==> src/atts_pkg.sv <==
// shared types and constants for the alarm table track scheduler
package atts_pkg;

  localparam int TABLE_DEPTH = 16;
  localparam int IDX_W = (TABLE_DEPTH > 1) ? $clog2(TABLE_DEPTH) : 1;

  localparam int HOUR_W   = 5;
  localparam int MINUTE_W = 6;
  localparam int SECOND_W = 6;
  localparam int TRACK_W  = 8;
  localparam int MODE_W   = 2;

  localparam int IN_DATA_W  = 32;
  localparam int OUT_DATA_W = 8;
  localparam int OUT_USER_W = 2;

  typedef enum logic [MODE_W-1:0] {
    MODE_CLEAR = 2'd0,
    MODE_ADD   = 2'd1,
    MODE_CHECK = 2'd2
  } mode_t;

  typedef enum logic [1:0] {
    ST_IDLE,
    ST_SCAN,
    ST_DONE
  } state_t;

  typedef struct packed {
    logic [TRACK_W-1:0]  track;
    logic [SECOND_W-1:0] second;
    logic [MINUTE_W-1:0] minute;
    logic [HOUR_W-1:0]   hour;
  } entry_t;

endpackage

==> src/alarm_table_track_scheduler_top.sv <==
// alarm table: add, clear and time-check words over one entry memory
//
// channel  dir  fields
// s_*      in   tuser: mode; tdata: hour, minute, second, track
// m_*      out  tuser: match, rejected; tdata: play_track
//
// clear, add, unused mode and a check off second zero finish in the accept cycle
// a check at second zero scans the entry memory's single read port one entry per
// cycle; each read is registered before its compare, and the result is then loaded
// into the output register
// reset clears the valid flags at once; no clearing pass is needed
// a finished result waits in the output register; the next word is taken while it drains
module alarm_table_track_scheduler_top (
  input  logic                            clk,
  input  logic                            rst,
  input  logic                            s_tvalid,
  output logic                            s_tready,
  input  logic [atts_pkg::IN_DATA_W-1:0]  s_tdata,   // hour, minute, second, track, zero fill
  input  logic [atts_pkg::MODE_W-1:0]     s_tuser,   // mode
  output logic                            m_tvalid,
  input  logic                            m_tready,
  output logic [atts_pkg::OUT_DATA_W-1:0] m_tdata,   // play_track
  output logic [atts_pkg::OUT_USER_W-1:0] m_tuser    // match, rejected
);
  import atts_pkg::*;

  localparam logic [IDX_W-1:0] LAST_IDX = IDX_W'(TABLE_DEPTH - 1);

  state_t state, state_next;

  entry_t                 mem [TABLE_DEPTH];
  entry_t                 mem_q;
  logic [TABLE_DEPTH-1:0] entry_valid;

  entry_t     in_entry;
  mode_t      in_mode;
  logic       accept;
  logic       out_free;
  logic       table_full;
  logic [IDX_W-1:0] free_idx;
  logic       mem_we;

  logic [HOUR_W-1:0]   cur_hour;
  logic [MINUTE_W-1:0] cur_minute;
  logic [IDX_W-1:0]    scan_addr;
  logic                scan_on;
  logic [IDX_W-1:0]    rd_idx;
  logic                rd_vld;
  logic                hit;
  logic                found;
  logic [TRACK_W-1:0]  found_track;

  assign in_entry = entry_t'(s_tdata[$bits(entry_t)-1:0]);
  assign in_mode  = mode_t'(s_tuser);
  assign out_free = !m_tvalid || m_tready;
  assign accept   = s_tvalid && s_tready;
  assign mem_we   = accept && (in_mode == MODE_ADD) && !table_full;

  // lowest free entry
  always_comb begin
    free_idx = '0;
    for (int i = TABLE_DEPTH - 1; i >= 0; i--) begin
      if (!entry_valid[i]) free_idx = IDX_W'(i);
    end
  end
  assign table_full = &entry_valid;

  assign hit = rd_vld && entry_valid[rd_idx] &&
               (mem_q.hour == cur_hour) && (mem_q.minute == cur_minute);

  always_ff @(posedge clk) begin
    if (rst) state <= ST_IDLE;
    else     state <= state_next;
  end

  always_comb begin
    state_next = state;
    s_tready   = 1'b0;
    unique case (state)
      ST_IDLE: begin
        s_tready = out_free;
        if (s_tvalid && out_free && in_mode == MODE_CHECK && in_entry.second == '0)
          state_next = ST_SCAN;
      end
      ST_SCAN: begin
        if (rd_vld && rd_idx == LAST_IDX) state_next = ST_DONE;
      end
      ST_DONE: begin
        if (out_free) state_next = ST_IDLE;
      end
      default: state_next = ST_IDLE;
    endcase
  end

  // entry memory, one write and one registered read per cycle
  always_ff @(posedge clk) begin
    if (mem_we) mem[free_idx] <= in_entry;
    mem_q <= mem[scan_addr];
  end

  always_ff @(posedge clk) begin
    if (rst) begin
      entry_valid <= '0;
      m_tvalid    <= 1'b0;
      scan_on     <= 1'b0;
      rd_vld      <= 1'b0;
    end else begin
      if (accept) begin
        // a check at second zero holds its word back until the scan ends
        m_tvalid <= !(in_mode == MODE_CHECK && in_entry.second == '0);
        m_tdata  <= '0;
        m_tuser  <= {(in_mode == MODE_ADD) && table_full, 1'b0};
        case (in_mode)
          MODE_CLEAR: entry_valid <= '0;
          MODE_ADD: begin
            if (!table_full) entry_valid[free_idx] <= 1'b1;
          end
          MODE_CHECK: begin
            if (in_entry.second == '0) begin
              cur_hour   <= in_entry.hour;
              cur_minute <= in_entry.minute;
              scan_addr  <= '0;
              scan_on    <= 1'b1;
              found      <= 1'b0;
              found_track <= '0;
            end
          end
          default: ;
        endcase
      end else if (state == ST_DONE && out_free) begin
        m_tvalid <= 1'b1;
        m_tdata  <= found_track;
        m_tuser  <= {1'b0, found};
      end else if (m_tvalid && m_tready) begin
        m_tvalid <= 1'b0;
      end

      // issue one read per cycle, compare it in the following cycle
      rd_vld <= scan_on;
      if (scan_on) begin
        rd_idx <= scan_addr;
        if (scan_addr == LAST_IDX) scan_on <= 1'b0;
        else                       scan_addr <= scan_addr + 1'b1;
      end

      if (hit) begin
        found       <= 1'b1;
        found_track <= mem_q.track;
      end
    end
  end

  // valid reads of the entry memory (rd_vld) only happen during a scan
  assert property (@(posedge clk) disable iff (rst) rd_vld |-> state == ST_SCAN)
    else $error("entry read outside scan");

  // a check at second zero starts a scan
  assert property (@(posedge clk) disable iff (rst)
    (accept && in_mode == MODE_CHECK && in_entry.second == '0) |=> state == ST_SCAN)
    else $error("check did not start scan");

  // a rejected add only reports while the table is full
  assert property (@(posedge clk) disable iff (rst)
    (m_tvalid && m_tuser[1]) |-> table_full)
    else $error("rejected with free entry");

  // match and rejected never together
  assert property (@(posedge clk) disable iff (rst)
    m_tvalid |-> !(m_tuser[0] && m_tuser[1]))
    else $error("match and rejected both set");

endmodule

==> config.mk <==
export PLATFORM = sky130hd
export DESIGN_NAME = alarm_table_track_scheduler_top
export DESIGN_NICKNAME = d
export VERILOG_FILES = /design/src/atts_pkg.sv /design/src/alarm_table_track_scheduler_top.sv
export SDC_FILE = /design/constraint.sdc
export NUM_CORES = 1
export LEC_CHECK = 0
export ABC_CLOCK_PERIOD_IN_PS = 8500
export BUFFER_PORTS_ARGS = -buffer_cell sky130_fd_sc_hd__buf_2
export CORE_MARGIN = 2
export CORE_UTILIZATION = 35
export DETAILED_ROUTE_END_ITERATION = 10
export GPL_ROUTABILITY_DRIVEN = 0
export PLACE_DENSITY = 0.59
export SLEW_MARGIN = 20
export SYNTH_ARGS = -nofsm -noshare
export SYNTH_HDL_FRONTEND = slang
export SYNTH_SLANG_ARGS = --single-unit
==> constraint.sdc <==
create_clock -name clk -period 8.5 [get_ports clk]
set_clock_uncertainty 0.15 [all_clocks]
set_input_delay 1.7 -clock clk [delete_from_list [all_inputs] [get_ports clk]]
set_output_delay 1.7 -clock clk [all_outputs]
set_load 0.005 [all_outputs]
==> results.txt, run 1 <==
----------------------------------------------------
[Outcome]
  Result of the run ... completed

[Floorplan]
  Die outline height ... 207.7 µm
  Placeable core region ... 40920 µm²
  Die Wd ... 207.7 µm
  Ports ... 50
  Starting density of the core ... 0.3550
  Area of the die ... 43160 µm²
  Cell Rows ... 74

[CTS]
  Maximum root-to-sink buffer count ... 3
  Post-CTS setup repair buffer count ... 0
  Post-cts gate resize count ... 0
  Clock transition at path regs ... 60 ps
  # hold bufs at CTS ... 0
  Depth of the CTS H-tree ... 2
  Later-pin clock latency in the skew report ... 510 ps
  CTS tree ... built
  Clock root buffer ... sky130_fd_sc_hd__clkbuf_16
  CTS sink count ... 382
  CTS Buf Count ... 39

[Yosys]
  Number of synthesized flops with an enable pin ... 342
  Dominant cells by area after synthesis ... sky130_fd_sc_hd__edfxtp_1 71%, sky130_fd_sc_hd__mux4_2 15%, sky130_fd_sc_hd__dfxtp_1 5.5%
  Net Count, Synth ... 738
  Synth Area per Inst ... 20.79 µm²
  Most frequently used cell type in the post-synthesis netlist ... sky130_fd_sc_hd__edfxtp_1
  Count of state elements after synthesis ... 382
  Post-synthesis async set-or-reset flop share ... 0
  Warning count from the yosys run ... 0
  Leading post-synthesis cells by instance count ... 342 x sky130_fd_sc_hd__edfxtp_1, 98 x sky130_fd_sc_hd__mux4_2, 40 x sky130_fd_sc_hd__dfxtp_1
  Post-synthesis cell count ... 699
  Dominant cell type by area after synthesis ... sky130_fd_sc_hd__edfxtp_1
  Portion of the post-synthesis area used by sequential elements ... 0.7620
  Post-synth top area share ... 0.7069
  Most common flop cell mapped by yosys ... sky130_fd_sc_hd__edfxtp_1
  Post-synthesis cell area ... 14530 µm²
  Number of library cell types mapped by synthesis ... 48

[Timing]
  Setup total negative slack ... 0 ps
  Slew at the pin with the worst max-slew slack ... 991.4 ps
  Pins Over Slew Limit ... 0
  Slew Limit Headroom ... 0.3336
  Worst-case setup margin in the final layout ... 4434 ps
  Final Hold Fails ... 0
  Final setup violation count ... 0
  RSZ-0062 raised after global routing ... no
  Minimum period implied by the final worst setup slack ... 4066 ps
  Final worst path period share ... 0.4784
  Highest achievable clock rate ... 0.2459 GHz

[Critical path]
  Category of the critical setup timing path ... input port to register
  Worst Path Max Fanout ... 14
  Crit-path cells ... buf_2 > nor2b_4 > or4b_4 > nor2_4 > and2_0 > nand3_1 > nor2_2 > buf_4
  Maximum cell stage delay along the critical path ... 590 ps
  Buffers & Inverters on Critical Path ... 2
  Count of cell instances traversed by the critical path ... 8
  R2R setup slack ... 5260 ps
  Critical Path RT ... 8550 ps
  Cell with the biggest individual delay on the critical path ... sky130_fd_sc_hd__nor2_2
  Critical register-to-register path startpoint ... scan_addr[0]
  Arrival time worst endpoint ... 4120 ps
  Critical Path Start Type ... input port
  Cell count of the worst reg-to-reg path ... 4
  Terminus of the critical flop-to-flop path ... mem_q[10]
  Category of cells accounting for the largest share of critical-path delay ... simple AND/OR/NAND/NOR gates
  Critical Path Sink Type ... register

[Global route]
  Total grt overflow ... 0
  Vias in the first global route ... 7014
  Overall global routing resource usage ... 0.1367
  Largest net degree at the start of global routing ... 45
  Initial antenna violation count ... 1
  Global-route wire length before repair ... 44.17 mm

[Placement]
  Count of placed standard cells including taps ... 1266
  Worst setup slack before clock tree synthesis ... 3845 ps
  Placed wire-length estimate ... 15.77 mm
  PortBufs ... 42

[Power]
  Worst VDD drop ... 0.1143 mV
  Power per cell area ... 229.4 nW/µm²
  Leakage component of the power ... 5.289 nW

[Routing]
  Residual DRC count ... 0
  First-pass iteration count of the detailed router ... 6
  Drt via density ... 5.113
  Total Wirelength ... 29.22 mm
  Post-detailed-route wirelength per cell ... 21.87 µm
  Number of antenna-violating nets in the routed design ... 0
  Number of vias in the routed layout ... 6831
  Initial DRC Count ... 607

[Min path]
  HP Start ... scan_addr[0]
  Hold WC Path Type ... register to register
  Worst Hold Endpoint ... rd_idx[0]
  Instance count along the most critical hold path ... 0

[Cells and area]
  Fraction of layout cells with a size suffix above 1 ... 0.3060
  Antenna diode count ... 0
  Filler-free cell count of the finished design ... 1336
  Area delta synth->final ... 14.87%
  Final net count ... 814
  Fill cell count ... 3644

[Job]
  Number of max-capacitance violations reported ... 0

----------------------------------------------------
-- worst max path at each step --
stage,end,from
2_1_floorplan,mem[7][0],m_tready
3_3_place_gp,mem[5][17],m_tready
3_5_place_dp,mem[5][17],m_tready
4_1_cts,mem[5][24],m_tready
5_1_grt,mem[5][24],m_tready
6_report,mem[5][18],m_tready
-- logic make-up after synthesis --
group           share of synthesized area
mux                                0.1552
compound gates                    0.01679
xor+xnor                         0.007234
fa+ha+maj                       0.0008610
buf+inv                           0.01154
flops                              0.7620
simple gates                      0.04642
-- worst reg2reg max path, stage by stage, from the launching register on --
cell	delay, ps
sky130_fd_sc_hd__edfxtp_1	340
sky130_fd_sc_hd__buf_4	590
sky130_fd_sc_hd__buf_4	860
sky130_fd_sc_hd__mux4_2	670
sky130_fd_sc_hd__mux4_2	500
-- per-layer routing --
metal / global-route usage / up-vias / routed length (µm)
met5: 0 / - / 0
met4: 0.04182 / 0 / 690
met3: 0.02405 / 51 / 1561
met2: 0.2205 / 203 / 13810
met1: 0.1903 / 3565 / 13160
li1: - / 3012 / -
-- power by group --
group / internal, mW / switching [mW]
clock network: 0.941 / 0.675
registers: 2.06 / 0.00794
logic: 0.0659 / 0.0796
-- registers in the layout, indices dropped and copies added (netlist names), 2 cells and up --
name and cells:
state 2, found_track 8, rd_idx 4, cur_minute 6, mem_q 19, cur_hour 5, m_tuser 2, m_tdata 8
mem 304, entry_valid 16, scan_addr 4
-- cells in the final DEF, fill, tap and decap left out, types with 2 or more instances in the layout --
master                        n
sky130_fd_sc_hd__a211oi_1     2
sky130_fd_sc_hd__a21oi_1     10
sky130_fd_sc_hd__a31oi_1      2
sky130_fd_sc_hd__and2_1      17
sky130_fd_sc_hd__buf_2       42
sky130_fd_sc_hd__buf_4       23
sky130_fd_sc_hd__bufinv_16    2
sky130_fd_sc_hd__clkbuf_1    11
sky130_fd_sc_hd__clkbuf_16   39
sky130_fd_sc_hd__clkbuf_8     4
sky130_fd_sc_hd__clkinv_1     7
sky130_fd_sc_hd__clkinv_2     5
sky130_fd_sc_hd__dfxtp_1     40
sky130_fd_sc_hd__edfxtp_1   342
sky130_fd_sc_hd__inv_1        7
sky130_fd_sc_hd__mux4_2      98
sky130_fd_sc_hd__nand2_1     31
sky130_fd_sc_hd__nand3_1      9
sky130_fd_sc_hd__nand4_1     10
sky130_fd_sc_hd__nor2_1      20
sky130_fd_sc_hd__nor2_2      13
sky130_fd_sc_hd__nor2b_1      3
sky130_fd_sc_hd__nor3_1       5
sky130_fd_sc_hd__nor3_2       2
sky130_fd_sc_hd__o21ai_0     14
sky130_fd_sc_hd__o22ai_1      3
sky130_fd_sc_hd__or2_2        2
sky130_fd_sc_hd__xnor2_1     12
-- area by class of cell --
type | instances | area (µm²) | area share
clock buffers | 54 | 1072 | 0.06425
clock inverters | 16 | 127.6 | 0.007647
inverters | 7 | 26.28 | 0.001574
multi-input cells | 280 | 3344 | 0.2004
flip-flops and latches | 382 | 11070 | 0.6633
well taps | 532 | 665.6 | 0.03988
repair buffers | 65 | 382.9 | 0.02294
-- through the flow --
step,util,cell area (µm²),total power [mW],hold slack [ps]
final,0.4078,16690,3.829,307.9
after global routing,0.4078,16690,3.951,322.2
after CTS,0.4078,16690,3.876,309.2
after detailed placement,0.3785,15490,2.257,288.8
after global placement,0.3785,15490,2.254,287.7
after floorplan,-,14530,2.200,274.4
No activity file was read; power rests on OpenSTA's default activity.
==> run 2, diff against run 1 <==
--- a/config.mk
+++ b/config.mk
@@ -5,13 +5,13 @@
 export SDC_FILE = /design/constraint.sdc
 export NUM_CORES = 1
 export LEC_CHECK = 0
-export ABC_CLOCK_PERIOD_IN_PS = 8500
+export ABC_CLOCK_PERIOD_IN_PS = 3700
 export BUFFER_PORTS_ARGS = -buffer_cell sky130_fd_sc_hd__buf_2
 export CORE_MARGIN = 2
 export CORE_UTILIZATION = 35
 export DETAILED_ROUTE_END_ITERATION = 10
 export GPL_ROUTABILITY_DRIVEN = 0
-export PLACE_DENSITY = 0.59
+export PLACE_DENSITY = 0.61
 export SLEW_MARGIN = 20
 export SYNTH_ARGS = -nofsm -noshare
 export SYNTH_HDL_FRONTEND = slang
==> constraint.sdc (replaced) <==
create_clock -name clk -period 3.7 [get_ports clk]
set_clock_uncertainty 0.15 [all_clocks]
set_input_delay 0.74 -clock clk [delete_from_list [all_inputs] [get_ports clk]]
set_output_delay 0.74 -clock clk [all_outputs]
set_load 0.005 [all_outputs]
==> run 2 against run 1 <==
- combinational power increased by 140%
- final cell count is 0.97% higher
- core utilization rose by 0.35 points
- sequential cell count unchanged
- die area stayed put
- routed wire length fell by 1.3%
- cell area grew 0.87%
- sequential power rose by 130%
- global-route usage down 0.19 points
- non-clock buffer count grew 11
- worst setup slack worse by 3700 ps
- highest routed layer unchanged
==> results.txt, run 2 (synthesized netlist as in run 1, its figures left out) <==
----------------------------------------------------
[Cells and area]
  Fill cell count ... 3607
  Antenna diode count ... 0
  Final net count ... 825
  Registers with the highest flip-flop counts ... mem: 304 flops, mem_q: 19 flops, entry_valid: 16 flops
  Multi-input combinational cell area ... 3351 µm²
  Commonest non-fill, non-tap cell in the layout ... sky130_fd_sc_hd__edfxtp_1
  Area delta synth->final ... 15.87%
  Leading cell types in the layout, fill and taps excluded ... 342 x sky130_fd_sc_hd__edfxtp_1, 98 x sky130_fd_sc_hd__mux4_2, 42 x sky130_fd_sc_hd__buf_2
  Flip-flop count of the largest register, all copies and words added ... 304
  Register ranked first by flip-flop count ... mem
  Register Area ... 11070 µm²
  Fraction of layout cells with a size suffix above 1 ... 0.3121

[CTS]
  Later-pin clock latency in the skew report ... 520 ps
  Post-cts gate resize count ... 0
  Post-CTS setup repair buffer count ... 0
  Depth of the CTS H-tree ... 2
  Clock root buffer ... sky130_fd_sc_hd__clkbuf_16
  CTS Buf Count ... 39
  Clock transition at path regs ... 60 ps
  Maximum root-to-sink buffer count ... 3
  CTS tree ... built
  CTS sink count ... 382
  # hold bufs at CTS ... 0

[Timing]
  Pins Over Slew Limit ... 0
  Final Hold Fails ... 0
  Final worst path period share ... 0.7980
  Highest achievable clock rate ... 0.3387 GHz
  RSZ-0062 raised after global routing ... no
  Worst-case setup margin in the final layout ... 747.2 ps
  Setup total negative slack ... 0 ps
  Slew Limit Headroom ... 0.3022
  Final setup violation count ... 0
  Minimum period implied by the final worst setup slack ... 2953 ps
  Slew at the pin with the worst max-slew slack ... 1038 ps

[Critical path]
  Category of cells accounting for the largest share of critical-path delay ... simple AND/OR/NAND/NOR gates
  Maximum cell stage delay along the critical path ... 530 ps
  Critical Path RT ... 3730 ps
  Cell with the biggest individual delay on the critical path ... sky130_fd_sc_hd__or4_4
  Arrival time worst endpoint ... 2980 ps
  Worst Path Max Fanout ... 19
  Crit-path cells ... nand2_2 > or4_4 > a21oi_1 > o21ai_0 > nor2_2 > buf_4
  Category of the critical setup timing path ... register to register
  Critical Path Start Type ... register
  Buffers & Inverters on Critical Path ... 1
  Critical Path Sink Type ... register

[Placement]
  PortBufs ... 42
  Placed wire-length estimate ... 17.21 mm
  Worst setup slack before clock tree synthesis ... 430.5 ps

[Outcome]
  Result of the run ... completed

[Global route]
  Initial antenna violation count ... 1
  Overall global routing resource usage ... 0.1348
  Global-route wire length before repair ... 44.09 mm
  Total grt overflow ... 0
  Vias in the first global route ... 6893
  Largest net degree at the start of global routing ... 48

[Floorplan]
  Ports ... 50
  Die Wd ... 207.7 µm
  Cell Rows ... 74
  Area of the die ... 43160 µm²
  Starting density of the core ... 0.3550
  Die outline height ... 207.7 µm
  Placeable core region ... 40920 µm²

[Min path]
  Hold WC Path Type ... register to register

[Routing]
  Post-detailed-route wirelength per cell ... 21.39 µm
  Number of vias in the routed layout ... 6875
  First-pass iteration count of the detailed router ... 4
  Number of antenna-violating nets in the routed design ... 0
  Residual DRC count ... 0
  Drt via density ... 5.096
  Initial DRC Count ... 482
  Total Wirelength ... 28.85 mm

[Power]
  Power per cell area ... 515.9 nW/µm²
  Leakage component of the power ... 5.367 nW
  Worst VDD drop ... 0.2621 mV

[Job]
  Number of max-capacitance violations reported ... 0

----------------------------------------------------
-- run 2: cell count changes in the layout (fill, tap and decap cells not counted) --
cell / previous run / this run
sky130_fd_sc_hd__buf_12: 0 / 7
sky130_fd_sc_hd__buf_4: 23 / 27
sky130_fd_sc_hd__bufinv_16: 2 / 0
sky130_fd_sc_hd__clkbuf_1: 11 / 15
sky130_fd_sc_hd__clkbuf_16: 39 / 40
sky130_fd_sc_hd__clkbuf_8: 4 / 2
sky130_fd_sc_hd__clkinv_8: 0 / 1
sky130_fd_sc_hd__nor3_2: 2 / 1
sky130_fd_sc_hd__nor3_4: 0 / 1
-- run 2: worst register-to-register path, cell delays in order, from the launching register on --
cell	delay, ps
sky130_fd_sc_hd__dfxtp_1	510
sky130_fd_sc_hd__nand2_2	130
sky130_fd_sc_hd__or4_4	530
sky130_fd_sc_hd__a21oi_1	310
sky130_fd_sc_hd__o21ai_0	390
sky130_fd_sc_hd__nor2_2	190
sky130_fd_sc_hd__buf_4	360
-- run 2: cell type report --
type / instances / area share
clock buffer: 57 / 0.06444
clock inverter: 15 / 0.004980
inverter: 7 / 0.001561
multi-input combinational: 280 / 0.1990
sequential: 382 / 0.6576
tap: 532 / 0.03954
timing repair buffer: 76 / 0.03285
-- run 2: final timing paths --
| kind | startpoint | end | slack (ps) | cells past startpoint |
|---|---|---|---|---|
| hold / removal | mem_q[24] | found_track[7] | 350 | 1 |
| setup reg to reg | entry_valid[0] | mem[2][9] | 750 | 6 |
| hold reg to reg | mem_q[24] | found_track[7] | 350 | 1 |
| setup / recovery | entry_valid[0] | mem[2][9] | 750 | 6 |
-- run 2: stage by stage --
stage	area [µm²]	utilization	power (mW)	hold slack, ps	cells
floorplan	14530	-	5.053	274.4	699
finish	16830	0.4114	8.685	352.4	1349
detailed placement	15670	0.3828	5.202	337.8	1277
global placement	15670	0.3828	5.193	339.2	1277
global route	16830	0.4114	8.977	375.4	1349
CTS	16830	0.4114	8.779	354.2	1349
-- run 2: layer usage --
layer | GRT usage | wire length (µm) | vias up
met5 | 0 | 0 | -
met4 | 0.03277 | 440 | 0
met3 | 0.02133 | 1229 | 35
met2 | 0.2124 | 13680 | 169
met1 | 0.1973 | 13500 | 3620
li1 | - | - | 3051
-- run 2: power breakdown --
| part | internal, mW | switching (mW) | total (mW) | leakage (nW) |
|---|---|---|---|---|
| combinational | 0.162 | 0.186 | 0.347 | 1.36 |
| clock | 2.04 | 1.54 | 3.58 | 0.567 |
| sequential | 4.73 | 0.0231 | 4.76 | 3.44 |
